**src/hw/rtl/ama_pkg.sv**
```systemverilog
// Shared constants and helpers for the adaptive moving average unit.
// No dependencies; imported by every module of the block.
package ama_pkg;

    // Default sizes handed to the top level parameters
    localparam int MAX_PERIOD_DEF    = 64;
    localparam int PRICE_BITS_DEF    = 32;
    localparam int FRACTION_BITS_DEF = 16;

    // Extra fraction bits carried by the internal average
    localparam int GUARD_BITS = 8;

    // Configuration register
    localparam int              CFG_W        = 7;
    localparam logic [CFG_W-1:0] PERIOD_RESET = 7'd20;

    // Depth of the queue between front and back
    localparam int QUEUE_DEPTH = 2;

    // Round a bit count up to whole bytes
    function automatic int byte_pad(input int bits);
        return ((bits + 7) >> 3) << 3;
    endfunction

endpackage

```
**src/hw/rtl/ama_front.sv**
```systemverilog
// Front section: holds the period register, accepts samples, tracks the
// window fill and classifies each sample. Depends on ama_pkg.
module ama_front
    import ama_pkg::*;
#(
    parameter int MAX_PERIOD = MAX_PERIOD_DEF,
    parameter int PRICE_BITS = PRICE_BITS_DEF,
    parameter int CNT_W      = $clog2(MAX_PERIOD + 2)
)
(
    input  logic                  clk,
    input  logic                  rst_n,
    input  logic                  cfg_we,
    input  logic [CFG_W-1:0]      cfg_wdata,
    input  logic                  in_valid,
    output logic                  in_ready,
    input  logic [PRICE_BITS-1:0] in_price,
    input  logic                  in_restart,
    output logic                  q_push,
    output logic [PRICE_BITS+CNT_W:0] q_wdata,   // {fresh, steps, price}
    input  logic                  q_full
);

    localparam int CMP_W = (CNT_W > CFG_W) ? CNT_W : CFG_W;

    logic [CFG_W-1:0] period_reg;
    logic [CNT_W-1:0] cnt_reg;
    logic [CNT_W-1:0] cnt_next;
    logic [CMP_W-1:0] cfg_ext;
    logic [CNT_W-1:0] period_eff;
    logic [CNT_W:0]   cnt_inc;
    logic [CNT_W:0]   cnt_cap;
    logic             fresh;
    logic [CNT_W-1:0] steps;

    assign in_ready = !q_full;
    assign q_push   = in_valid && !q_full;

    // Clamp the period into 1..MAX_PERIOD
    assign cfg_ext = CMP_W'(period_reg);
    always_comb
    begin
        priority if (period_reg == '0)
        begin
            period_eff = CNT_W'(1);
        end
        else if (cfg_ext > CMP_W'(MAX_PERIOD))
        begin
            period_eff = CNT_W'(MAX_PERIOD);
        end
        else
        begin
            period_eff = cfg_ext[CNT_W-1:0];
        end
    end

    // Window fill, saturating at period + 1
    assign fresh   = in_restart || (cnt_reg == '0);
    assign cnt_inc = {1'b0, cnt_reg} + 1'b1;
    assign cnt_cap = {1'b0, period_eff} + 1'b1;
    assign cnt_next = fresh ? CNT_W'(1)
                    : ((cnt_inc > cnt_cap) ? cnt_cap[CNT_W-1:0] : cnt_inc[CNT_W-1:0]);
    assign steps   = cnt_next - 1'b1;
    assign q_wdata = {fresh, steps, in_price};

    always_ff @(posedge clk or negedge rst_n)
    begin
        if (!rst_n)
        begin
            period_reg <= PERIOD_RESET;
            cnt_reg    <= '0;
        end
        else
        begin
            if (cfg_we)
            begin
                period_reg <= cfg_wdata;
            end
            if (q_push)
            begin
                cnt_reg <= cnt_next;
            end
        end
    end

endmodule

```
**config.mk**
```make
export PLATFORM = sky130hd
export DESIGN_NAME = ama_front
export DESIGN_NICKNAME = d
export VERILOG_FILES = /design/src/hw/rtl/ama_pkg.sv /design/src/hw/rtl/ama_front.sv
export SDC_FILE = /design/constraint.sdc
export NUM_CORES = 1
export LEC_CHECK = 0
export ABC_CLOCK_PERIOD_IN_PS = 5100
export BUFFER_PORTS_ARGS = -buffer_cell sky130_fd_sc_hd__buf_2
export CAP_MARGIN = 0
export CORE_UTILIZATION = 42
export DETAILED_ROUTE_END_ITERATION = 7
export PLACE_DENSITY = 0.76
export REMOVE_ABC_BUFFERS = 1
export SLEW_MARGIN = 15
export SYNTH_ARGS = -nofsm -noshare
export SYNTH_HDL_FRONTEND = slang
export SYNTH_SLANG_ARGS = --single-unit
```
**constraint.sdc**
```tcl
create_clock -name clk -period 5.1 [get_ports clk]
set_input_delay 1.02 -clock clk [delete_from_list [all_inputs] [get_ports clk]]
set_output_delay 1.02 -clock clk [all_outputs]
set_load 0.03 [all_outputs]
```
== Word-level counts from Yosys, hierarchy flattened ==
Cells that the tools add are included.
Word-level totals
  output and inout bits: 42
  flip-flop bits (word level): 14
  bits of input ports: 45
  word-level logic and storage cells: 16
Operators by class
  order comparisons: 2
  mux-type cells: 4
  $add $sub $neg: 3
  reductions and logical operators: 5
Operator list (count)
  2-to-1 mux 7 bit: 4
  adder 7 x 1 -> 8 bit, second input constant: 2
  logical NOT 7 bit: 2
  > comparator 8 bit: 1
  > comparator 7 bit, second input constant: 1
  subtractor 7 x 1 -> 7 bit, second input constant: 1
  logical AND 1 bit: 1
  logical NOT 1 bit: 1
  logical OR 1 bit: 1

== Logic depth before layout (Yosys ltp) ==
Gate-level depths: netlist (run 1).
  word-level depth: 8
  gate-level depth with buffers: 19

== Least setup slack after synthesis (run 1) ==
OpenSTA, ideal clock, no wires.
  kind: reg-to-output
  start point: register period_reg[4], in the netlist cfg_ext[4]
  end point: output port q_wdata[38]
  data required time: 4.080 ns
  slack: 0.020 ns
  stages on the path, launching flop included: 19
  arrival time: 4.060 ns
  cells stage by stage: dfstp_2 clkbuf_1 nor3_1 a21oi_1 nor2_1 ha_1 nand3_1 xor2_1 nor2_1 inv_1 ha_1 a211oi_2 nor2_1 o31ai_4 nand2_1 a21oi_1 ha_1 o211ai_1 xor2_1
On the way
  longest elaborated chain between the ends: 8
RTL lines
  start: declaration: RTL line ama_front.sv:26  | logic [CFG_W-1:0] period_reg;
  start signal: assignment: RTL line ama_front.sv:77  | period_reg <= cfg_wdata;
  > comparator 7 bit: RTL line ama_front.sv:47  | else if (cfg_ext > CMP_W'(MAX_PERIOD))
  2-to-1 mux 7 bit: RTL line ama_front.sv:47
  2-to-1 mux 7 bit (*): RTL line ama_front.sv:43  | priority if (period_reg == '0)
  adder 7 x 1 -> 8 bit (*): RTL line ama_front.sv:60  | assign cnt_cap = {1'b0, period_eff} + 1'b1;
  > comparator 8 bit: RTL line ama_front.sv:62  | : ((cnt_inc > cnt_cap) ? cnt_cap[CNT_W-1:0] : cnt_inc[CNT_W-1:0]);
  2-to-1 mux 7 bit (*): RTL line ama_front.sv:62
  2-to-1 mux 7 bit (*): RTL line ama_front.sv:61  | assign cnt_next = fresh ? CNT_W'(1)
  subtractor 7 x 1 -> 7 bit (*): RTL line ama_front.sv:63  | assign steps = cnt_next - 1'b1;
  end: declaration: RTL line ama_front.sv:20  | output logic [PRICE_BITS+CNT_W:0] q_wdata,
Mark *: on every way between the ends. The rest lies on a longest branch, timed or not.

== Worst setup path in the final report (run 1) ==
  start point: register period_reg[3], in the netlist cfg_ext[3]
  end point: output port q_wdata[38]
Same word-level chain as after synthesis.

==> results of run 1 <==
-- metal layers --
layer,part of all wire [%],vias up
met3,14,13
met5,0,-
li1,-,591
met4,2.0,0
met1,43,616
met2,40,82
-- worst max-delay path: stages, from the launching register on --
cell and delay, ns:
dfrtp_2 0.44, nor3_2 0.19, a21oi_1 0.12, nor2_2 0.19, ha_4 0.18, nand3_1 0.09, xor2_1 0.15, nor2_1 0.17
inv_1 0.08, ha_1 0.20, a211oi_2 0.21, nor2_1 0.12, o31ai_4 0.33, mux2_2 0.40, nand2_1 0.12, ha_2 0.22
o211ai_1 0.13, xor2_1 0.17, clkbuf_4 0.21
-- how the worst min path moves through the flow --
stage	slack, ns	depth (start not counted)	to	start
after floorplan	0.47	2	cnt_reg[6]	cnt_reg[6]
after global placement	0.50	2	cnt_reg[6]	cnt_reg[6]
after CTS	0.53	2	cnt_reg[6]	cnt_reg[6]
after global routing	0.56	2	cnt_reg[6]	cnt_reg[6]
final	0.52	2	cnt_reg[6]	cnt_reg[6]
after detailed placement	0.51	2	cnt_reg[6]	cnt_reg[6]
-- cells in the mapped netlist, drive strengths merged --
master | count | area share (%)
a21oi | 5 | 1.8
a211oi | 2 | 1.3
ha | 12 | 9.4
nor2b | 4 | 2.0
o31ai | 5 | 3.5
nand2b | 1 | 0.55
and3 | 1 | 0.39
dfrtp | 12 | 19
nand4 | 2 | 0.79
o32ai | 1 | 0.55
nand2 | 16 | 3.8
a21o | 1 | 0.47
a31oi | 1 | 1.3
conb | 1 | 0.24
mux2i | 5 | 3.4
nand3 | 8 | 2.5
dfstp | 2 | 3.3
xor2 | 7 | 3.9
buf | 37 | 18
o21ai | 7 | 2.2
mux2 | 8 | 5.7
nor3 | 4 | 1.3
clkbuf | 3 | 0.71
inv | 13 | 3.1
o311ai | 1 | 0.55
xnor2 | 6 | 3.3
or2 | 1 | 0.39
o31a | 1 | 0.55
a311oi | 1 | 0.55
nor2 | 18 | 4.2
o211ai | 3 | 1.7
-- what timing repair did --
item	in CTS	in global routing
setup buffers	2	4
cloned	0	0
endpoints found under the setup margin	1	6
pin swaps	1	3
resized for setup	0	8
-- cell families (layout without fill, tap and decap cells) --
group / count (synthesis) / after routing / share of synthesized area [%]
AND/OR/NAND/NOR: 55 / 55 / 15.97
buffers and inverters: 53 / 46 / 21.40
AO/OA/AOI/OAI: 28 / 28 / 14.56
flip-flops: 14 / 14 / 22.19
XOR/XNOR: 13 / 13 / 7.160
multiplexers: 13 / 13 / 9.048
adder cells (fa/ha/maj): 12 / 12 / 9.441
other: 1 / 1 / 0.2358
-- metrics by stage --
| step | instances | setup slack, ns | setup TNS (ns) | power, mW |
|---|---|---|---|---|
| 2_1_floorplan | 149 | 0.07160 | 0 | 0.3024 |
| 5_1_grt | 228 | -0.1503 | -0.4076 | 0.5170 |
| 3_5_place_dp | 218 | 0.2370 | 0 | 0.3577 |
| 3_3_place_gp | 218 | 0.4320 | 0 | 0.3569 |
| 6_report | 228 | 0.1330 | 0 | 0.4884 |
| 4_1_cts | 224 | 0.04528 | 0 | 0.4722 |
-- power by group --
part | leakage, nW | internal [mW] | switching, mW | total (mW)
sequential | 0.173 | 0.123 | 0.0181 | 0.142
clock | 0.0288 | 0.0684 | 0.0404 | 0.109
combinational | 0.522 | 0.0974 | 0.141 | 0.238
-- layout make-up --
cell class	count	area [um2]
clock buffers	4	55.05
multi-input cells	122	922.1
well taps	46	57.56
inverters	13	48.80
flip-flops and latches	14	354.1
repair buffers	29	165.2
fillers	329	1866
==> impl_results.md, run 1 <==
* FMAX at 201.3 MHz
* Final setup fails at 0
* Leak at approximately 0.72 nW
* Largest net degree at the start of global routing at 16
* Most frequent cells in the layout: buf_2, nor2_1, nand2_1
* PortBufs at 22
* DRT Pass-1 Iters at 4
* Vias/cell at 5.711
* Hold Crit Class: reg2reg
* Met2 Resource Use GR at 28.59%
* Cts bufs inserted at 3
* Clk_lat worst skew at 0.25 ns
* Setup Skew at between 0.0005 and 0.0006 ns
* Area Overhead vs Synth at 0.7870%
* Seq cells post-synth at 14
* Data arrival, critical path at 3.95 ns
* Syn Std Cell Area at around 1600 um2
* Hpwl dp at 3.270 mm
* Worst reg2reg path startpoint: cfg_ext[3]
* Most common cell after layout, fill and taps aside: buf_2
* Placer Congestion at 0.9133
* Die Y at 63.54 um
* # DRC at 0
* Antenna cell count at 0
* WL final at about 4.3 mm
* Share of layout cells above drive strength 1 at 31.87%
* Yosys cell types at 41
* Avg WL per Cell at 18.96 um
* Syn_area_per_cell at 8.414 um2
* Final Cell Area at 1603 um2
* DIE AREA at 4037 um2
* Slew Viols, Final at 0
* Reg-to-reg critical path endpoint: cnt_reg[2]
* Crit. Startpoint: cfg_ext[3]
* Setup CP Type: reg2out
* WHS at 0.5167 ns
* Max_cap viols at 0
* Number of H-tree levels at 1
* Sequential share of the synthesized area at 22.19%
* Number of global-route vias before repair at 1269
* First-pass GRT wire length at 6.486 mm
* Fin crit share at 97.39%
* Met3 usage at 14.31%
* Min Tclk post-route at approximately 5.0 ns
* Clk slew on worst S/H paths at 0.06 ns
* CP Data Required Time at 4.08 ns
* Crit. End Element: output port
* CTS Root Cell: clkbuf_8
* Vias at between 1000 and 1500
* CP startpoint kind: flop
* Total I/O pin count at 87
* Max clock buf depth at 2
* Worst-case reg-to-reg path depth at 16
* Gr busiest metal: met2
* Clk sink count at 14
* Gate Count Post-Synth at 189
* Fin nets at 240
* Fin. Hold Viols at 0
* Power per cell area at between 300 and 400 nW/um2
* VDD IR max at 0.0002024 V
* Number of antenna violations at the first check in global routing at 0
* FF-to-FF setup slack at 1.82 ns
* Chip width at ~64 um
* Antenna Nets Post-Route at 0
* DRT iter0 DRCs at between 50 and 60
* Final core occ at 46.21%
* Core Box Area at 3468 um2
* Placed cell area at 1474 um2
* Max Fanout on Critical Path at 5
* Congestion Overflow GR at 0
* Placement Rows at 21
* GR Util met1 at between 20% and 30%
* Critical Path End: q_wdata[38]
* Status: finished clean
* Starting Density at 45.85%
* Synth warn at 0
* TritonCTS clock tree: built
* Hold buffer count at cts at 0
* GR Util All Layers at 21.50%
(Power assumes the default switching activity.)
==> inputs of run 2 (changes only) <==
--- a/config.mk
+++ b/config.mk
@@ -5,7 +5,7 @@
 export SDC_FILE = /design/constraint.sdc
 export NUM_CORES = 1
 export LEC_CHECK = 0
-export ABC_CLOCK_PERIOD_IN_PS = 5100
+export ABC_CLOCK_PERIOD_IN_PS = 6400
 export BUFFER_PORTS_ARGS = -buffer_cell sky130_fd_sc_hd__buf_2
 export CAP_MARGIN = 0
 export CORE_UTILIZATION = 42
==> constraint.sdc (replaced) <==
create_clock -name clk -period 6.4 [get_ports clk]
set_input_delay 1.28 -clock clk [delete_from_list [all_inputs] [get_ports clk]]
set_output_delay 1.28 -clock clk [all_outputs]
set_load 0.03 [all_outputs]
==> impl_results.md, run 2 (same netlist as run 1, synthesis figures left out) <==
* Worst reg2reg path startpoint: cfg_ext[3] (unchanged)
* Placement Rows at 21 (unchanged)
* Chip width at 63.54 um (unchanged)
* Data arrival, critical path at 4.10 ns (was 3.95 ns)
* Power per cell area at 244.1 nW/um2 (was 304.7 nW/um2)
* Final core occ at 43.87% (was 46.21%)
* CP startpoint kind: flop (unchanged)
* DP Worst Slack at 1.338 ns (was 0.2370 ns)
* PortBufs at 22 (unchanged)
* Number of H-tree levels at 1 (unchanged)
* Avg WL per Cell at 18.32 um (was 18.96 um)
* Hold Crit Class: reg2reg (unchanged)
* Antenna cell count at 0 (unchanged)
* Clk_lat worst skew at 0.25 ns (about the same)
* Status: finished clean (unchanged)
* Slew HR at 65.43%
* DIE AREA at 4037 um2 (unchanged)
* Area Overhead vs Synth at -4.327% (was 0.7870%)
* TritonCTS clock tree: built (unchanged)
* Starting Density at 45.85% (unchanged)
* Vias at 1202 (was 1302)
* Total I/O pin count at 87 (unchanged)
* Fin nets at 233 (was 240)
* Footprint of the multi-input gates at 897.1 um2 (was 922.1 um2)
* Hold buffer count at cts at 0 (unchanged)
* Reg-to-reg critical path endpoint: cnt_reg[5] (was cnt_reg[2])
* RSZ-0062 raised after global routing: false
* Fin. Hold Viols at 0 (unchanged)
* CP Data Required Time at 5.12 ns (was 4.08 ns)
* DRT Pass-1 Iters at 4 (unchanged)
* Setup Skew at 0.002201 ns (was 0.0005142 ns)
* Leak at 0.6920 nW (was 0.7237 nW)
* Max clock buf depth at 2 (unchanged)
* Slew Viols, Final at 0 (unchanged)
* WHS at 0.5253 ns (was 0.5167 ns)
* GR Util All Layers at 21.00% (was 21.50%)
* VDD IR max at 0.0001636 V (was 0.0002024 V)
* Hpwl dp at 3.262 mm (was 3.270 mm)
* Min-delay src: cnt_reg[6] (unchanged)
* Crit. End Element: output port (unchanged)
* Cts bufs inserted at 3 (unchanged)
* Largest net degree at the start of global routing at 16 (unchanged)
* FMAX at 185.8 MHz
* Pwr Total at 0.3715 mW (was 0.4884 mW)
* Setup CP Type: reg2out (unchanged)
* FF/Latch Area at 352.8 um2 (was 354.1 um2)
* Hold Crit Depth at 2 (unchanged)
* Final setup fails at 0 (unchanged)
* FF-to-FF setup slack at 3.04 ns (was 1.82 ns)
* # DRC at 0 (unchanged)
* Max_cap viols at 0 (unchanged)
* Share of layout cells above drive strength 1 at 25.71% (was 31.87%)
* Measured slew at the worst slew-check pin at 0.5149 ns
* DRT iter0 DRCs at 34 (was 51)
* Number of antenna violations at the first check in global routing at 0 (unchanged)
* Worst-case reg-to-reg path depth at 15 (was 16)
* First-pass GRT wire length at 6.237 mm (was 6.486 mm)
* Max Fanout on Critical Path at 8 (was 5)
* Most frequent cells in the layout: buf_2, nor2_1, nand2_1 (unchanged)
* Clk sink count at 14 (unchanged)
* Most common cell after layout, fill and taps aside: buf_2 (unchanged)
* Fin crit share at 84.10%
* WL final at 4.049 mm (was 4.323 mm)
* Congestion Overflow GR at 0 (unchanged)
* Vias/cell at 5.439 (was 5.711)
* Fillers at 343 (was 329)
* Worst Hold Path EP: cnt_reg[6] (unchanged)
* Die Y at 63.54 um (unchanged)
* CTS Root Cell: clkbuf_8 (unchanged)
* Clk slew on worst S/H paths at 0.06 ns (about the same)
* Number of global-route vias before repair at 1184 (was 1269)
* Placer Congestion at 0.8663 (was 0.9133)
* Worst setup margin at 1.018 ns (was 0.1330 ns)
* Setup_tns at 0 ns (unchanged)
* Core Box Area at 3468 um2 (unchanged)
* CTS resizes at 0 (unchanged)
* Antenna Nets Post-Route at 0 (unchanged)
* Post-CTS setup buffers at 0 (was 2)
* Min Tclk post-route at 5.382 ns
[run 2: through the flow]
step,cell area [um2],cells
after global placement,1466,217
after CTS,1521,221
after detailed placement,1466,217
final,1521,221
after floorplan,1299,149
after global routing,1521,221
[run 2: where the power goes]
group	leakage, nW	internal (mW)	total, mW	switching (mW)
logic	0.489	0.0674	0.171	0.104
registers	0.174	0.0983	0.113	0.0143
clock network	0.0288	0.0546	0.0880	0.0334
total	0.692	0.220	0.371	0.151
[run 2: critical path, stage by stage, from the launching register on]
cell and delay, ns:
dfrtp_1 0.46, nor3_1 0.26, a21oi_1 0.13, nor2_1 0.19, ha_1 0.26, nand3_1 0.11
xor2_1 0.16, nor2_1 0.13, inv_1 0.07, ha_1 0.19, a211oi_2 0.21, nor2_1 0.12
o31ai_4 0.39, mux2_2 0.38, nand2_1 0.09, ha_1 0.23, o211ai_1 0.13, xor2_1 0.14
buf_2 0.21
[run 2: cell type report]
| cell class | instances | share of cell area, % |
|---|---|---|
| multi-input combinational | 122 | 58.96 |
| clock buffer | 4 | 3.618 |
| timing repair buffer | 22 | 7.237 |
| sequential | 14 | 23.19 |
| tap | 46 | 3.783 |
| inverter | 13 | 3.207 |
[run 2: worst max-delay path by stage]
stage | depth (start not counted) | endpoint | slack, ns | start
after global routing | 18 | q_wdata[38] | 0.66 | cfg_ext[3]
after global placement | 18 | q_wdata[38] | 1.38 | cfg_ext[3]
after CTS | 18 | q_wdata[38] | 1.04 | cfg_ext[3]
after detailed placement | 18 | q_wdata[38] | 1.34 | cfg_ext[3]
after floorplan | 17 | q_wdata[38] | 1.11 | cfg_ext[3]
final | 18 | q_wdata[38] | 1.02 | cfg_ext[3]
[run 2: routing by layer]
layer / vias to the layer above / part of all wire, % / global-route usage [%]
li1: 577 / - / -
met3: 5 / 17 / 16.67
met5: - / 0 / 5.556
met4: 0 / 1.1 / 6.818
met2: 75 / 39 / 26.06
met1: 545 / 43 / 26.19
==> inputs of run 3 (changes only) <==
--- a/config.mk
+++ b/config.mk
@@ -5,7 +5,7 @@
 export SDC_FILE = /design/constraint.sdc
 export NUM_CORES = 1
 export LEC_CHECK = 0
-export ABC_CLOCK_PERIOD_IN_PS = 6400
+export ABC_CLOCK_PERIOD_IN_PS = 5650
 export BUFFER_PORTS_ARGS = -buffer_cell sky130_fd_sc_hd__buf_2
 export CAP_MARGIN = 0
 export CORE_UTILIZATION = 42
==> constraint.sdc (replaced) <==
create_clock -name clk -period 5.65 [get_ports clk]
set_input_delay 1.13 -clock clk [delete_from_list [all_inputs] [get_ports clk]]
set_output_delay 1.13 -clock clk [all_outputs]
set_load 0.03 [all_outputs]
==> impl_results.md, run 3 (same netlist as run 1, synthesis figures left out) <==
* Status: finished clean (unchanged)
* Avg WL per Cell at 18.38 um (was 18.32 um)
* Max_cap viols at 0 (unchanged)
* TritonCTS clock tree: built (unchanged)
* Largest net degree at the start of global routing at 16 (unchanged)
* Antenna cell count at 0 (unchanged)
* Final setup fails at 0 (unchanged)
* DP Worst Slack at 0.6823 ns (was 1.338 ns)
* Fin crit share at between 90% and 100%
* Reg-to-reg critical path endpoint: cnt_reg[5] (unchanged)
* Starting Density at 45.85% (unchanged)
* Worst-case reg-to-reg path depth at 15 (unchanged)
* Setup CP Type: reg2out (unchanged)
* Crit. End Element: output port (unchanged)
* Data arrival, critical path at 4.12 ns (was 4.10 ns)
* Chip width at 63.54 um (unchanged)
* Total I/O pin count at 87 (unchanged)
* DRT iter0 DRCs at 46 (was 34)
* Fin nets at 233 (unchanged)
* Worst reg2reg path startpoint: cfg_ext[3] (unchanged)
* FF/Latch Area at 352.8 um2 (unchanged)
* Vias/cell at 5.462 (was 5.439)
* Critical path, cell by cell: nor3_1 > a21oi_1 > nor2_1 > ha_1 > nand3_1 > xor2_1 > nor2_1 > inv_1 > ha_1 > a211oi_2 > nor2_1 > o31ai_4 > mux2_2 > nand2_1 > ha_1 > o211ai_1 > xor2_1 > buf_2 (unchanged)
* Slew Viols, Final at 0 (unchanged)
* CP Data Required Time at 4.52 ns (was 5.12 ns)
* Crit-path slowest cell: dfrtp_1 (unchanged)
* Crit path buf inv count at 2 (unchanged)
* Min-delay src: cnt_reg[6] (unchanged)
* WL final at 4.061 mm (was 4.049 mm)
* Number of H-tree levels at 1 (unchanged)
* Max Fanout on Critical Path at 8 (unchanged)
* Hpwl dp at 3.238 mm (was 3.262 mm)
* Power per cell area at 277.5 nW/um2 (was 244.1 nW/um2)
* Area Overhead vs Synth at -4.327% (unchanged)
* Number of global-route vias before repair at 1211 (was 1184)
* Fin. Hold Viols at 0 (unchanged)
* Share of layout cells above drive strength 1 at 25.71% (unchanged)
* Footprint of the multi-input gates at 897.1 um2 (unchanged)
* DIE AREA at 4037 um2 (unchanged)
* Setup Skew at 0.004994 ns (was 0.002201 ns)
* Antenna Nets Post-Route at 0 (unchanged)
* Clk_lat worst skew at 0.26 ns (was 0.25 ns)
* Worst Hold Path EP: cnt_reg[6] (unchanged)
* Fillers at 374 (was 343)
* Hold buffer count at cts at 0 (unchanged)
* Most frequent cells in the layout: buf_2, nor2_1, nand2_1 (unchanged)
* Most common cell after layout, fill and taps aside: buf_2 (unchanged)
* Clk slew on worst S/H paths at 0.06 ns (about the same)
* CTS Root Cell: clkbuf_8 (unchanged)
* Min Tclk post-route at 5.250 ns
* # DRC at 0 (unchanged)
* Hold Crit Class: reg2reg (unchanged)
* Congestion Overflow GR at 0 (unchanged)
* Die Y at 63.54 um (unchanged)
* First-pass GRT wire length at 6.320 mm (was 6.237 mm)
* Max incr delay on CP at 0.46 ns (about the same)
* DRT Pass-1 Iters at 4 (unchanged)
* FF-to-FF setup slack at 2.22 ns (was 3.04 ns)
* CP startpoint kind: flop (unchanged)
* RSZ-0062 raised after global routing: false (unchanged)
* Leak at 0.6919 nW (was 0.6920 nW)
* VDD IR max at 0.0002159 V (was 0.0001636 V)
* Setup_tns at 0 ns (unchanged)
* Placer Congestion at 0.8695 (was 0.8663)
* Placement Rows at 21 (unchanged)
* FMAX at approximately 190 MHz
* Clk sink count at 14 (unchanged)
* Vias at 1207 (was 1202)
* Post-CTS setup buffers at 0 (unchanged)
* Worst setup margin at 0.3996 ns (was 1.018 ns)
* GR Util All Layers at 21.25% (was 21.00%)
* Max clock buf depth at 2 (unchanged)
* Hold Crit Depth at 2 (unchanged)
* Core Box Area at 3468 um2 (unchanged)
* PortBufs at 22 (unchanged)
* Cts bufs inserted at 3 (unchanged)
* Number of antenna violations at the first check in global routing at 0 (unchanged)
* Cell family with most CP delay: simple AND/OR/NAND/NOR gates (unchanged)
-- run 3: cell counts in the layout (fill, tap and decap cells not counted) --
No cell type changed its count.
-- run 3: metal layers --
layer  up-vias  GRT usage, %  part of all wire [%]
met5         -         8.333                     0
met4         0         6.818                   1.2
met3         5         14.86                    15
met2        66         26.46                    38
met1       558         27.46                    47
li1        578             -                     -
-- run 3: through the flow --
step	std cells	utilization (%)	cell area (um2)	power [mW]	hold WS [ns]
6_report	221	43.87	1521	0.4222	0.5207
5_1_grt	221	43.87	1521	0.4502	0.6162
2_1_floorplan	149	-	1299	0.2730	0.4720
4_1_cts	221	43.87	1521	0.4233	0.5243
3_5_place_dp	217	42.28	1466	0.3216	0.5116
3_3_place_gp	217	42.28	1466	0.3208	0.4952
-- run 3: worst reg2reg max path, cell delays in order (launching register included) --
cell      delay (ns)
dfrtp_1         0.46
nor3_1          0.25
a21oi_1         0.14
nor2_1          0.20
ha_1            0.27
nand3_1         0.11
xor2_1          0.15
nor2_1          0.13
inv_1           0.06
ha_1            0.27
nand4_1         0.13
a21oi_2         0.23
o31a_1          0.37
mux2i_1         0.29
nand2b_2        0.17
o21ai_1         0.07
-- run 3: where the power goes --
group	switching (mW)	total, mW	internal, mW
combinational	0.118	0.194	0.0762
clock	0.0381	0.100	0.0619
sequential	0.0166	0.128	0.111
-- run 3: area by class of cell --
type                    instances  area share [%]
multi-input cells             122           58.96
flip-flops and latches         14           23.19
repair buffers                 22           7.237
well taps                      46           3.783
clock buffers                   4           3.618
inverters                      13           3.207
-- run 3: worst max-delay path by stage --
| stage | startpoint | end | slack [ns] | cells after the start |
|---|---|---|---|---|
| 4_1_cts | cfg_ext[3] | q_wdata[38] | 0.40 | 18 |
| 2_1_floorplan | cfg_ext[3] | q_wdata[38] | 0.51 | 17 |
| 3_3_place_gp | cfg_ext[3] | q_wdata[38] | 0.78 | 18 |
| 6_report | cfg_ext[3] | q_wdata[38] | 0.40 | 18 |
| 3_5_place_dp | cfg_ext[3] | q_wdata[38] | 0.68 | 18 |
| 5_1_grt | cfg_ext[3] | q_wdata[38] | 0.006 | 18 |
-- run 3: what timing repair did --
action / in CTS / in global routing
gates resized for setup: 0 / 0
hold endpoints to repair: 0 / 0
endpoints found under the setup margin: 0 / 1
