### src/hw/rtl/ama_pkg.sv
// Shared constants and helpers for the adaptive moving average unit.
// No dependencies; imported by every module of the block.
package ama_pkg;

    // Default sizes handed to the top level parameters
    localparam int MAX_PERIOD_DEF    = 64;
    localparam int PRICE_BITS_DEF    = 32;
    localparam int FRACTION_BITS_DEF = 16;

    // Extra fraction bits carried by the internal average
    localparam int GUARD_BITS = 8;

    // Configuration register
    localparam int              CFG_W        = 7;
    localparam logic [CFG_W-1:0] PERIOD_RESET = 7'd20;

    // Depth of the queue between front and back
    localparam int QUEUE_DEPTH = 2;

    // Round a bit count up to whole bytes
    function automatic int byte_pad(input int bits);
        return ((bits + 7) >> 3) << 3;
    endfunction

endpackage

### src/hw/rtl/ama_queue.sv
// Small first-in first-out queue between the front and back sections.
// Depends on ama_pkg for the default depth.
module ama_queue
    import ama_pkg::*;
#(
    parameter int WIDTH = 8,
    parameter int DEPTH = QUEUE_DEPTH
)
(
    input  logic             clk,
    input  logic             rst_n,
    input  logic             push,
    input  logic [WIDTH-1:0] wdata,
    output logic             full,
    input  logic             pop,
    output logic             valid,
    output logic [WIDTH-1:0] rdata
);

    localparam int PW = (DEPTH > 1) ? $clog2(DEPTH) : 1;
    localparam int CW = $clog2(DEPTH + 1);

    logic [WIDTH-1:0] slot_reg [DEPTH];
    logic [PW-1:0]    wr_ptr_reg;
    logic [PW-1:0]    rd_ptr_reg;
    logic [CW-1:0]    count_reg;
    logic             do_push;
    logic             do_pop;

    assign full    = (count_reg == CW'(DEPTH));
    assign valid   = (count_reg != '0);
    assign rdata   = slot_reg[rd_ptr_reg];
    assign do_push = push && !full;
    assign do_pop  = pop && valid;

    // Storage, no reset needed
    always_ff @(posedge clk)
    begin
        if (do_push)
        begin
            slot_reg[wr_ptr_reg] <= wdata;
        end
    end

    // Pointers and fill level
    always_ff @(posedge clk or negedge rst_n)
    begin
        if (!rst_n)
        begin
            wr_ptr_reg <= '0;
            rd_ptr_reg <= '0;
            count_reg  <= '0;
        end
        else
        begin
            if (do_push)
            begin
                wr_ptr_reg <= (wr_ptr_reg == PW'(DEPTH - 1)) ? '0 : wr_ptr_reg + 1'b1;
            end
            if (do_pop)
            begin
                rd_ptr_reg <= (rd_ptr_reg == PW'(DEPTH - 1)) ? '0 : rd_ptr_reg + 1'b1;
            end
            if (do_push && !do_pop)
            begin
                count_reg <= count_reg + 1'b1;
            end
            else if (do_pop && !do_push)
            begin
                count_reg <= count_reg - 1'b1;
            end
        end
    end

endmodule

### config.mk
export PLATFORM = sky130hd
export DESIGN_NAME = ama_queue
export DESIGN_NICKNAME = d
export VERILOG_FILES = /design/src/hw/rtl/ama_pkg.sv /design/src/hw/rtl/ama_queue.sv
export SDC_FILE = /design/constraint.sdc
export NUM_CORES = 1
export LEC_CHECK = 0
export BUFFER_PORTS_ARGS = -buffer_cell sky130_fd_sc_hd__buf_2
export CORE_MARGIN = 3
export CORE_UTILIZATION = 40
export DETAILED_ROUTE_END_ITERATION = 6
export PLACE_DENSITY = 0.75
export SYNTH_ARGS = -nofsm -noshare
export SYNTH_HDL_FRONTEND = slang
export SYNTH_SLANG_ARGS = --single-unit
### constraint.sdc
create_clock -name clk -period 1.9 [get_ports clk]
set_clock_uncertainty 0.2 [all_clocks]
set_input_delay 0.095 -clock clk [delete_from_list [all_inputs] [get_ports clk]]
set_output_delay 0.095 -clock clk [all_outputs]
set_load 0.05 [all_outputs]
=== After elaboration in Yosys (flattened, before gate mapping) ===
Memories as Yosys holds them, arrays and structs flattened.
Index checks and enable logic that the tools add are counted.
Widths: inputs -> output; s select.

* Logic and storage cells: 24
* Input port bits: 12
* Register bits after elaboration: 4
* Memories: 1
* RAM bits: 16
* Output and inout port bits: 10

* $add $sub $neg: 4
* Eq/ne operators: 1
* Reductions and logical operators: 9
* Muxes and demuxes: 6

{| class="wikitable"
|+ Memory list
! name !! words !! bits a word !! read ports !! clocked after Yosys merged registers in !! write ports !! RTL line !! text
|-
| slot_reg || 2 || 8 || 1 || 0 || 1 || ama_queue.sv:23 || <nowiki>logic [WIDTH-1:0] slot_reg [DEPTH];</nowiki>
|}

{| class="wikitable"
|+ Operators with widths
! operator !! number
|-
| $logic_and 1x1->1 || 4
|-
| $mux 1 || 4
|-
| $mux 2 || 2
|-
| $reduce_bool 2->1 || 2
|-
| $logic_not 1->1 || 3
|-
| $add 1x1->1 const B || 2
|-
| $add 2x1->2 const B || 1
|-
| $eq 2x2->1 const B || 1
|-
| $sub 2x1->2 const B || 1
|}

=== Depth between registers and ports, before layout ===
Gate-level depths: netlist of the first run.

* Depth in word-level cells: 7
* Mapped depth: 7
* Mapped depth without buffers: 7

=== Worst setup path after synthesis of the first run ===
Ideal clock, no wire load.

* Path type: register to register
* Start point: register count_reg[1]
* End point: register count_reg[1]
* Data arrival time: 1.278 ns
* Required time: 1.575 ns
* Path slack: 0.297 ns
* Library setup time: 0.125 ns
* Buffers on the path: 0
* Stages on the path, launching flop included: 7
* Path through: dfrtp_1 -> or2_4 -> nand2_4 -> ha_1 -> xor2_1 -> nor2_1 -> xor2_1

{| class="wikitable"
|+ RTL lines
! item !! RTL line !! text
|-
| from (decl) || ama_queue.sv:26 || <nowiki>logic [CW-1:0] count_reg;</nowiki>
|-
| from (signal assigned) || ama_queue.sv:66 || <nowiki>count_reg <= count_reg + 1'b1;</nowiki>
|-
| from (signal assigned) || ama_queue.sv:70 || <nowiki>count_reg <= count_reg - 1'b1;</nowiki>
|-
| $reduce_bool 2->1 (*) || ama_queue.sv:31 || <nowiki>assign valid = (count_reg != '0);</nowiki>
|-
| named net valid || ama_queue.sv:16 || <nowiki>output logic valid,</nowiki>
|-
| $logic_and 1x1->1 (*) || ama_queue.sv:34 || <nowiki>assign do_pop = pop && valid;</nowiki>
|-
| $logic_not 1->1 || ama_queue.sv:64 || <nowiki>if (do_push && !do_pop)</nowiki>
|-
| $logic_and 1x1->1 || ama_queue.sv:64 ||
|-
| $mux 2 / $reduce_bool 2->1 (equally long branches) || -- ||
|}

Mark *: on every way through the listed nets, which the timed path passes. The rest lies on a longest branch. The select of a mux whose other input is x is not followed.
A chain may end at the register's enable or synchronous reset.

=== Final worst setup path of the first run ===
* Start point: register rd_ptr_reg
* End point: output rdata[5]

* Word-level cells in the longest chain between the ends: 1

{| class="wikitable"
|+ Ends and longest elaborated chain
! item !! RTL line !! text
|-
| from (decl) || ama_queue.sv:25 || <nowiki>logic [PW-1:0] rd_ptr_reg;</nowiki>
|-
| from (signal assigned) || ama_queue.sv:62 || <nowiki>rd_ptr_reg <= (rd_ptr_reg == PW'(DEPTH - 1)) ? '0 : rd_ptr_reg + 1'b1;</nowiki>
|-
| $mem_v2 2x8 || -- ||
|-
| to (decl) || ama_queue.sv:17 || <nowiki>output logic [WIDTH-1:0] rdata</nowiki>
|}

Every way passes these cells.

==> out/metrics.sh, run 1 <==
NUM-FILL-CELLS=147
WORST-SLEW-PIN-TRANSITION_NS=0.386
IRDROPWORSTVDD_uV=682
IO_BUFFER_COUNT=21
WORST_SETUP_PATH_START_KIND='flip-flop'
GRT_START_MAX_NET_PINS=12
CTS-RESIZED-GATES=0
DRC_ERRORS=0
NUM_ANTENNA_CELLS=0
GRT_USE_TOTAL=0.120
WORST_PATH_MAX_DELAY_CELL='dfrtp_1'
MAX_SLEW_MARGIN=0.742
CTS_MADE_BUFFERS=3
CELLLEAKAGEPOWER_nW=0.444
DETAIL_ROUTE.WL_PER_CELL_MICRONS=11.9
YS_WARN_COUNT=0
CRIT_PATH_END_KIND='output pin'
SYNTHTOPCELLSBYAREA='edfxtp_1 61%, dfrtp_1 13%, mux2_1 11%'
GRT_PASS1_VIAS=493
GRT-OVFL-TOTAL=0
POST_CTS.REPAIR.SETUP_BUFFERS=0
INITIAL_UTILIZATION=0.441
DESIGN.DIE.AREA_SQ_UM=2530
POST_PLACEMENT_WORST_SETUP_SLACK_NS=0.259
WORST_SETUP_HOLD_PATH_CLK_SLEW_NS=0.10
DIE_Y_MICRONS=50.3
WORSTSKEWPAIRLATENCY_NS=0.28
TIMING.FINAL.HOLD_VIOLATIONS=0
MOSTFREQUENTLAYOUTCELLS='21 x buf_2, 16 x edfxtp_1, 12 x dlygate4sd3_1, 8 x mux2_1, 4 x dfrtp_1'
P_PER_AREA_nW_PER_UM2=1560
DP_CELLS=90
DRIVE_ABOVE_1_SHARE=0.346
NETS=95
MAX_CAP_VIOL_COUNT=0
POST-ROUTE-WORST-SETUP-SLACK_NS=0.147
MAX_FREQ_MHz=570
R2R_CELLS=6
AREA.GROWTH.SYNTH_TO_FINAL_PCT=36.3
GP_CONGESTION=0.692
GRT_FIRST_PASS_WIRELENGTH_MICRONS=2170
RSZ0062_AT_GRT='false'
SLOWEST_DELAY_NS=0.59
PLACEMENTROWS=15
POSTROUTEWIRELENGTH_MICRONS=1260
WORST-SETUP-PATH-TYPE='reg2out'
RESULT_OF_THE_RUN='completed'
TIMING.CRITICAL_PATH.REQUIRED_NS=1.60
CTS_TREE='done'
DRT_ITER0_MARKERS=2
ANTENNA_VIOLATING_NETS_POST_ROUTE=0
YS_FF_LATCH=20
FINAL_NON_FILLER_CELLS=106
CLOCK_SINK_COUNT=20
ANTENNA_VIOLATIONS_BEFORE_REPAIR=0
VIAS_PER_CELL=4.50
DRT_FIRST_PASS_ITERS=2
DIE_WIDTH_MICRONS=50.3
VIAS=477
HPWLAFTERDP_MICRONS=864
FIN_HOLD_WS_NS=0.306
PERIOD_SHARE=0.923
SETUP-TNS-FINAL_NS=0
YOSYSUNIQUECELLTYPES=14
CLOCKROOTBUFFER='clkbuf_4'
POSTLAYOUTCOREUTIL=0.601
SYNTH_SEQUENTIAL_AREA_RATIO=0.739
NUMBER_OF_CELLS_TRAVERSED_BY_THE_WORST_HOLD_PATH=1
FINAL_REPORT_SETUP_VIOLATION_COUNT=0
MOST_COMMON_LIBRARY_CELL_IN_THE_LAYOUT_IGNORING_FILL_AND_TAPS='buf_2'
SYNTH_TOP_AREA_CELL='edfxtp_1'
FINALCRITICALPERIOD_NS=1.75
CP.ARRIVAL_NS=1.46
WORST-PATH-MAX-FANOUT=9
YOSYS.AREA.TOP_TYPE_SHARE=0.611
CTS_MAX_PATH_BUFFERS=2
NETLIST_AREA_SQ_UM=786
MAPPEDNETLISTNETS=57
HOLD_PATH_CLASS='reg2reg'
SYN_INST=44
PORTS_PLACED_ON_THE_BOUNDARY=22
HOLDBUFCOUNTCTS=12
CTSHTREEMAXLEVEL=1
AREA_INSIDE_THE_CORE_BOUNDARY_SQ_UM=1780
CRITICAL_PATH.CELL_CHAIN='mux2_1 > buf_2'
SYNTH_AREA_PER_CELL_SQ_UM=17.9
DRV_SLEW=0
LARGEST_REGISTER_FF_COUNT=16
==> path summary, 6_finish.rpt <==
path                                             to  slack, ns                startpoint
hold / removal             count_reg[1]$_DFFE_PN0P_       0.31  count_reg[1]$_DFFE_PN0P_
max in group asynchronous  count_reg[0]$_DFFE_PN0P_       0.82                     rst_n
hold reg to reg            count_reg[1]$_DFFE_PN0P_       0.31  count_reg[1]$_DFFE_PN0P_
setup / recovery                           rdata[5]       0.15    rd_ptr_reg$_DFFE_PN0P_
min in group asynchronous    rd_ptr_reg$_DFFE_PN0P_       0.50                     rst_n
setup reg to reg           count_reg[1]$_DFFE_PN0P_       0.24  count_reg[0]$_DFFE_PN0P_
==> per-layer routing <==
metal,vias up,GRT usage,part of all wire
li1,235,-,-
met1,229,0.134,0.39
met2,11,0.211,0.55
met3,2,0.00890,0.027
met4,0,0.0942,0.025
met5,-,0,0
==> synthesized netlist by cell type <==
master,n
inv_1,2
buf_2,1
or2_4,1
xor2_1,2
nand2b_1,1
ha_1,1
xnor2_1,3
edfxtp_1,16
nand2_4,1
dfrtp_1,4
nand2_2,1
mux2_1,8
and3_1,1
nor2_1,2
==> per-stage QoR <==
| step | area [sq um] | total power [mW] |
|---|---|---|
| final | 1070 | 1.67 |
| after global routing | 1070 | 1.77 |
| after CTS | 1070 | 1.69 |
| after detailed placement | 925 | 1.48 |
| after global placement | 925 | 1.46 |
| after floorplan | 786 | 1.31 |
==> power breakdown <==
part,switching [mW],internal (mW)
registers,0.0853,0.612
clock network,0.114,0.0762
logic,0.535,0.252
==> worst max-delay path: cells and delay by family (launching register included) <==
family   cells  cell delay (ns)
mux          1             0.37
buf+inv      1             0.21
flops        1             0.59
==> cells by family after synthesis <==
family	count (synthesis)	share of synthesized area
flip-flops	20	0.739
multiplexers	8	0.115
AND/OR/NAND/NOR	7	0.0589
buffers and inverters	3	0.0159
XOR/XNOR	5	0.0557
adder cells (fa/ha/maj)	1	0.0159
==> final cells by class <==
type / count / area, sq um / share of cell area
Clock buffer: 3 / 22.5 / 0.0210
Sequential cell: 20 / 581 / 0.542
Inverter: 2 / 7.51 / 0.00701
Tap cell: 25 / 31.3 / 0.0292
Clock inverter: 1 / 3.75 / 0.00350
Multi-Input combinational cell: 21 / 193 / 0.180
Timing Repair Buffer: 34 / 233 / 0.217
(Power assumes the default switching activity.)
==> inputs of run 2 (changes only) <==
--- a/config.mk
+++ b/config.mk
@@ -5,11 +5,12 @@
 export SDC_FILE = /design/constraint.sdc
 export NUM_CORES = 1
 export LEC_CHECK = 0
+export ABC_AREA = 1
 export BUFFER_PORTS_ARGS = -buffer_cell sky130_fd_sc_hd__buf_2
 export CORE_MARGIN = 3
 export CORE_UTILIZATION = 40
 export DETAILED_ROUTE_END_ITERATION = 6
-export PLACE_DENSITY = 0.75
+export PLACE_DENSITY = 0.74
 export SYNTH_ARGS = -nofsm -noshare
 export SYNTH_HDL_FRONTEND = slang
 export SYNTH_SLANG_ARGS = --single-unit
==> run 2 against run 1 <==
Net effect:
- combinational power is 14% higher
- sequential share of layout area decreased by 1.6 points
- largest power group unchanged
- global-route usage down 0.42 points
- routed wire length increased by 6.1%
- count of clock-buffer cells in the layout did not move
- flip-flop and latch count unchanged
- total power grew 6.1%
- clock power hardly changed
- critical path depth is 2 higher
==> out/metrics.sh, run 2 <==
RESULT_OF_THE_RUN='completed'
WORSTSKEWPAIRLATENCY_NS=0.28  # about the same
DRT_ITER0_MARKERS=7  # +5
INITIAL_UTILIZATION=0.453  # +0.0124
ANTENNA_VIOLATIONS_BEFORE_REPAIR=0  # unchanged
WORST-PATH-MAX-FANOUT=10  # +1
YS_FF_LATCH=20  # unchanged
DIE_WIDTH_MICRONS=51.6  # +2.6%
YOSYS.AREA.TOP_TYPE_SHARE=0.577  # -0.0349
PLACEMENT_STAGE_CELL_AREA_SQ_UM=957  # +3.5%
GRT_START_MAX_NET_PINS=12  # unchanged
POST_PLACEMENT_WORST_SETUP_SLACK_NS=0.354  # +0.0947 ns
CTS-RESIZED-GATES=0  # unchanged
CELLLEAKAGEPOWER_nW=0.517  # +16%
MOST_COMMON_LIBRARY_CELL_IN_THE_LAYOUT_IGNORING_FILL_AND_TAPS='nand2_1'
SYNTH_AREA_PER_CELL_SQ_UM=11.4  # -36%
IRDROPWORSTVDD_uV=865  # +27%
DETAIL_ROUTE.WL_PER_CELL_MICRONS=9.93  # -17%
CTS_MAX_PATH_BUFFERS=2  # unchanged
POSTROUTEWIRELENGTH_MICRONS=1340  # +6.1%
AREA_INSIDE_THE_CORE_BOUNDARY_SQ_UM=1840  # +3.2%
SYN_INST=73  # +66%
SYNTH_SEQUENTIAL_AREA_RATIO=0.697  # -0.0422
FINALCRITICALPERIOD_NS=1.69  # -0.0648 ns
WORST_PATH_MAX_DELAY_CELL='dfrtp_1'
GRT_USE_TOTAL=0.116  # -0.00417
CTSHTREEMAXLEVEL=1  # unchanged
AREA.GROWTH.SYNTH_TO_FINAL_PCT=32.4
DRT_FIRST_PASS_ITERS=4  # +2
GRT_FIRST_PASS_WIRELENGTH_MICRONS=2300  # +6.0%
HOLD_PATH_CLASS='reg2reg'
SYNTH_TOP_AREA_CELL='edfxtp_1'
NETLIST_AREA_SQ_UM=833  # +6.1%
PERIOD_SHARE=0.889  # -0.0341
MAX_SLEW_MARGIN=0.774  # +0.0318
P_PER_AREA_nW_PER_UM2=1610  # +3.0%
GP_CONGESTION=0.681  # -1.7%
LARGEST_REGISTER_FF_COUNT=16  # unchanged
CP.ARRIVAL_NS=1.39  # -0.07 ns
WORST-SETUP-PATH-TYPE='reg2out'
WORST-SLEW-PIN-TRANSITION_NS=0.339  # -0.0478 ns
VIAS=593  # +24%
YS_WARN_COUNT=0  # unchanged
ANTENNA_VIOLATING_NETS_POST_ROUTE=0  # unchanged
NUM-FILL-CELLS=162  # +10%
MOSTFREQUENTLAYOUTCELLS='32 x nand2_1, 21 x buf_2, 16 x edfxtp_1, 12 x dlygate4sd3_1, 6 x inv_1'
FIN_AREA_SQ_UM=1100  # +3.0%
DESIGN.DIE.AREA_SQ_UM=2670  # +5.3%
TIMING.FINAL.HOLD_VIOLATIONS=0  # unchanged
POST_SYNTH_MOST_FREQUENT_CELLS='32 x nand2_1, 16 x edfxtp_1, 6 x inv_1'
SETUP-TNS-FINAL_NS=0  # unchanged
VIAS_PER_CELL=4.39  # -2.4%
HPWLAFTERDP_MICRONS=1010  # +17%
DRC_ERRORS=0  # unchanged
FINAL_REPORT_SETUP_VIOLATION_COUNT=0  # unchanged
SYNTH_MOST_COMMON_CELL='nand2_1'
RSZ0062_AT_GRT='false'
DRIVE_ABOVE_1_SHARE=0.291  # -0.0548
SLOWEST_DELAY_NS=0.51  # -0.08 ns
FIN_HOLD_WS_NS=0.290  # -0.0155 ns
SYNTHTOPCELLSBYAREA='edfxtp_1 58%, nand2_1 14%, dfrtp_1 12%'
NUM_ANTENNA_CELLS=0  # unchanged
MAX_CAP_VIOL_COUNT=0  # unchanged
ASYNC_RESET_FF_FRAC=0.200  # unchanged
GRT-OVFL-TOTAL=0  # unchanged
CTS_MADE_BUFFERS=3  # unchanged
CLOCKROOTBUFFER='clkbuf_4'
YOSYSUNIQUECELLTYPES=15  # +1
TIMING.CRITICAL_PATH.REQUIRED_NS=1.60  # about the same
WORST_PATH_MOST_REPEATED_CELL='nand2_1'
IO_BUFFER_COUNT=21  # unchanged
CRIT_PATH_END_KIND='output pin'
MAPPEDNETLISTNETS=86  # +51%
PLACEMENTROWS=15  # unchanged
MAX_FREQ_MHz=592  # +3.8%
GRT_PASS1_VIAS=568  # +15%
DIE_Y_MICRONS=51.6  # +2.6%
WORST_SETUP_HOLD_PATH_CLK_SLEW_NS=0.10  # about the same
WORST_SETUP_PATH_START_KIND='flip-flop'
CTS_TREE='done'
DRV_SLEW=0  # unchanged
PORTS_PLACED_ON_THE_BOUNDARY=22  # unchanged
CRITICAL_PATH.CELL_CHAIN='inv_2 > nand2_1 > nand2_1 > buf_2'
COUNT_OF_FLIP_FLOPS_WITH_A_BUILT_IN_ENABLE_AFTER_SYNTHESIS=16  # unchanged
NETS=124  # +31%
CLOCK_SINK_COUNT=20  # unchanged
POST-ROUTE-WORST-SETUP-SLACK_NS=0.212  # +0.0648 ns
SYNTH_FLOP_CELL='edfxtp_1'
## run 2: area by class of cell
class / instances / area, sq um / area share
Sequential cell: 20 / 581 / 0.526
Timing Repair Buffer: 34 / 233 / 0.211
Multi-Input combinational cell: 44 / 203 / 0.184
Tap cell: 25 / 31.3 / 0.0283
Inverter: 8 / 30.0 / 0.0272
Clock buffer: 3 / 22.5 / 0.0204
Clock inverter: 1 / 3.75 / 0.00340
## run 2: report_power, final
group	total [mW]	switching, mW	internal (mW)
combinational	0.901	0.676	0.224
sequential	0.685	0.0771	0.608
clock	0.190	0.114	0.0763
total	1.78	0.868	0.909
## run 2: cells by family after synthesis
group,after synthesis,share of synthesized area
compound gates,1,0.00600
fa+ha+maj,1,0.0150
xor+xnor,1,0.0105
buf+inv,9,0.0601
simple gates,41,0.212
flops,20,0.697
## run 2: repair_timing
| item | 4_1_cts | 5_1_grt |
|---|---|---|
| hold endpoints to repair | 22 | 0 |
| buffers inserted | 0 | 0 |
| hold buffers | 12 | 0 |
## run 2: stage by stage
step	cells	util	total power, mW
after floorplan	73	-	1.42
after global placement	119	0.520	1.57
after detailed placement	119	0.520	1.59
after CTS	135	0.600	1.80
after global routing	135	0.600	1.90
final	135	0.600	1.78
## run 2: final timing paths
| kind | startpoint | end | slack, ns | depth (start not counted) |
|---|---|---|---|---|
| setup / recovery | rd_ptr_reg$_DFFE_PN0P_ | rdata[2] | 0.21 | 4 |
| hold / removal | wr_ptr_reg$_DFFE_PN0N_ | wr_ptr_reg$_DFFE_PN0N_ | 0.29 | 2 |
| setup reg to reg | count_reg[0]$_DFFE_PN0P_ | count_reg[1]$_DFFE_PN0P_ | 0.34 | 7 |
| hold reg to reg | wr_ptr_reg$_DFFE_PN0N_ | wr_ptr_reg$_DFFE_PN0N_ | 0.29 | 2 |
| max in group asynchronous | rst_n | rd_ptr_reg$_DFFE_PN0P_ | 0.84 | 3 |
| min in group asynchronous | rst_n | count_reg[0]$_DFFE_PN0P_ | 0.49 | 3 |
## run 2: worst max-delay path, delay by kind of cell, from the launching register on
kind | cells | cell delay (ns)
buffers and inverters | 2 | 0.46
DFF | 1 | 0.51
and+or+nand+nor | 2 | 0.13
## run 2: routing by layer
layer | part of all wire | GRT usage | up-vias
li1 | - | - | 310
met5 | 0 | 0 | -
met1 | 0.43 | 0.122 | 275
met2 | 0.55 | 0.218 | 8
met3 | 0.017 | 0.0172 | 0
met4 | 0 | 0.0655 | 0
==> inputs of run 3 (changes only) <==
--- a/config.mk
+++ b/config.mk
@@ -10,7 +10,7 @@
 export CORE_MARGIN = 3
 export CORE_UTILIZATION = 40
 export DETAILED_ROUTE_END_ITERATION = 6
-export PLACE_DENSITY = 0.74
+export PLACE_DENSITY_LB_ADDON = 0.3
 export SYNTH_ARGS = -nofsm -noshare
 export SYNTH_HDL_FRONTEND = slang
 export SYNTH_SLANG_ARGS = --single-unit
==> run 3 against run 2 <==
Net effect:
- routed wire length rose by 14%
- clock power increased by 80%
- fmax decreased by 1.5%
- worst setup slack lost 0.025 ns
- largest power group unchanged
==> out/metrics.sh, run 3 (synthesis gave the netlist of run 2 again) <==
RESULT_OF_THE_RUN='completed'
POSTROUTEWIRELENGTH_MICRONS=1530  # +14%
WORST_SETUP_HOLD_PATH_CLK_SLEW_NS=0.11  # about the same
PLACEMENTROWS=15  # unchanged
GRT_START_MAX_NET_PINS=13  # +1
HPWLAFTERDP_MICRONS=1030  # +1.9%
POST_CTS.REPAIR.SETUP_BUFFERS=0  # unchanged
FINAL_REPORT_SETUP_VIOLATION_COUNT=0  # unchanged
WORSTSKEWPAIRLATENCY_NS=0.30  # +0.02 ns
RSZ0062_AT_GRT='false'
MOST_COMMON_LIBRARY_CELL_IN_THE_LAYOUT_IGNORING_FILL_AND_TAPS='nand2_1'
LARGEST_REGISTER_FF_COUNT=16  # unchanged
TIMING.HOLD.WORST.START='wr_ptr_reg$_DFFE_PN0N_'
MAX_CAP_VIOL_COUNT=0  # unchanged
ANTENNA_VIOLATING_NETS_POST_ROUTE=0  # unchanged
GRT_FIRST_PASS_WIRELENGTH_MICRONS=2640  # +15%
CLOCKROOTBUFFER='clkbuf_4'
SWITCHING_POWER_mW=0.889  # +2.5%
POWER_FRAC_CLOCK=0.177  # +0.070
CP.ARRIVAL_NS=1.42  # +0.03 ns
CTSHTREEMAXLEVEL=1  # unchanged
RR_STARTPOINT='count_reg[0]$_DFFE_PN0P_'
CTS-RESIZED-GATES=0  # unchanged
GRT_PASS1_VIAS=659  # +16%
DIE_WIDTH_MICRONS=51.6  # unchanged
POWER.SWITCHING_FRACTION=0.459  # -0.0290
MAX_FREQ_MHz=584  # -1.5%
FINAL_NON_FILLER_CELLS=135  # unchanged
DP_CELLS=119  # unchanged
TIMING.CRITICAL_PATH.FROM='rd_ptr_reg$_DFFE_PN0P_'
VIAS_PER_CELL=4.50  # +2.5%
WORST-PATH-MAX-FANOUT=10  # unchanged
ANTENNA_VIOLATIONS_BEFORE_REPAIR=0  # unchanged
HOLD_PATH_CLASS='reg2reg'
DIE_Y_MICRONS=51.6  # unchanged
FINALCRITICALPERIOD_NS=1.71  # +0.0249 ns
DETAIL_ROUTE.WL_PER_CELL_MICRONS=11.3  # +14%
DRC_ERRORS=0  # unchanged
CTS_MADE_BUFFERS=3  # unchanged
POSTLAYOUTCOREUTIL=0.614  # +0.0143
DRIVE_ABOVE_1_SHARE=0.300  # +0.00909
AREA_INSIDE_THE_CORE_BOUNDARY_SQ_UM=1840  # unchanged
MOSTFREQUENTLAYOUTCELLS='32 x nand2_1, 21 x buf_2, 16 x edfxtp_1, 12 x dlygate4sd3_1, 6 x inv_1'
AREA.GROWTH.SYNTH_TO_FINAL_PCT=35.6
POST-ROUTE-WORST-SETUP-SLACK_NS=0.187  # -0.0249 ns
POST_PLACEMENT_WORST_SETUP_SLACK_NS=0.334  # -0.0195 ns
NETS=124  # unchanged
DRV_SLEW=0  # unchanged
PORTS_PLACED_ON_THE_BOUNDARY=22  # unchanged
INTERNAL_POWER_mW=1.05  # +15%
CELLLEAKAGEPOWER_nW=0.530  # +2.4%
P_PER_AREA_nW_PER_UM2=1710  # +6.4%
HOLDBUFCOUNTCTS=12  # unchanged
CTS_TREE='done'
CTS_MAX_PATH_BUFFERS=2  # unchanged
WORST-SLEW-PIN-TRANSITION_NS=0.339  # +0.000520 ns
COMB_POWER_SHARE=0.470  # -0.037
PERIOD_SHARE=0.902  # +0.0131
VIAS=608  # +2.5%
GP_CONGESTION=0.776  # +14%
IO_BUFFER_COUNT=21  # unchanged
FINALPOWER_mW=1.94  # +9.0%
CRIT_PATH_END_KIND='output pin'
NUM_ANTENNA_CELLS=0  # unchanged
GRT_USE_TOTAL=0.134  # +0.0178
IRDROPWORSTVDD_uV=1180  # +37%
GRT-OVFL-TOTAL=0  # unchanged
WORST-SETUP-PATH-TYPE='reg2out'
TIMING.FINAL.HOLD_VIOLATIONS=0  # unchanged
SHARE_SEQ_OF_TOTAL_POWER=0.353  # -0.033
DRT_ITER0_MARKERS=9  # +2
DESIGN.DIE.AREA_SQ_UM=2670  # unchanged
DRT_FIRST_PASS_ITERS=4  # unchanged
SETUP-TNS-FINAL_NS=0  # unchanged
MAX_SLEW_MARGIN=0.774  # about the same
CLOCK_SINK_COUNT=20  # unchanged
INITIAL_UTILIZATION=0.453  # unchanged
WORST_SETUP_PATH_START_KIND='flip-flop'
TIMING.CRITICAL_PATH.REQUIRED_NS=1.60  # about the same
## run 3: changes by cell type in the layout (fill, tap and decap cells not counted)
cell / before / now
clkinv_1: 1 / 0
bufinv_16: 0 / 1
## run 3: metrics by stage
step | area [sq um] | hold WS, ns
after CTS | 1130 | 0.297
after global placement | 957 | -0.292
after global routing | 1130 | 0.293
after floorplan | 833 | -0.401
after detailed placement | 957 | -0.290
final | 1130 | 0.294
## run 3: path summary, 6_finish.rpt
check	to	slack, ns	depth (start not counted)
max	rdata[5]	0.19	4
min	wr_ptr_reg$_DFFE_PN0N_	0.29	2
max reg2reg	count_reg[1]$_DFFE_PN0P_	0.29	7
min reg2reg	wr_ptr_reg$_DFFE_PN0N_	0.29	2
max in group asynchronous	wr_ptr_reg$_DFFE_PN0N_	0.82	3
min in group asynchronous	count_reg[0]$_DFFE_PN0P_	0.50	3
## run 3: metal layers
layer,wire [microns],vias up,GRT usage
li1,-,309,-
met1,630,277,0.137
met2,791,18,0.252
met3,65,4,0.0201
met4,41,0,0.0830
met5,0,-,0
## run 3: final cells by class
type / instances / area [sq um]
clock inverter: 1 / 30.0
sequential: 20 / 581
multi-input combinational: 44 / 203
tap: 25 / 31.3
timing repair buffer: 34 / 233
fill: 173 / 709
clock buffer: 3 / 22.5
inverter: 8 / 30.0
## run 3: critical path: stages (launching register included)
cell and delay [ns]:
dfrtp_1 0.52, inv_2 0.20, nand2_1 0.08, nand2_1 0.06, buf_2 0.25
## run 3: power groups by stage
stage               logic (mW)  clock network [mW]  registers [mW]
floorplan                0.762                   0           0.662
global placement         0.874                   0           0.692
detailed placement       0.890                   0           0.695
CTS                      0.917               0.351           0.685
global route             0.987               0.373           0.703
finish                   0.909               0.342           0.684
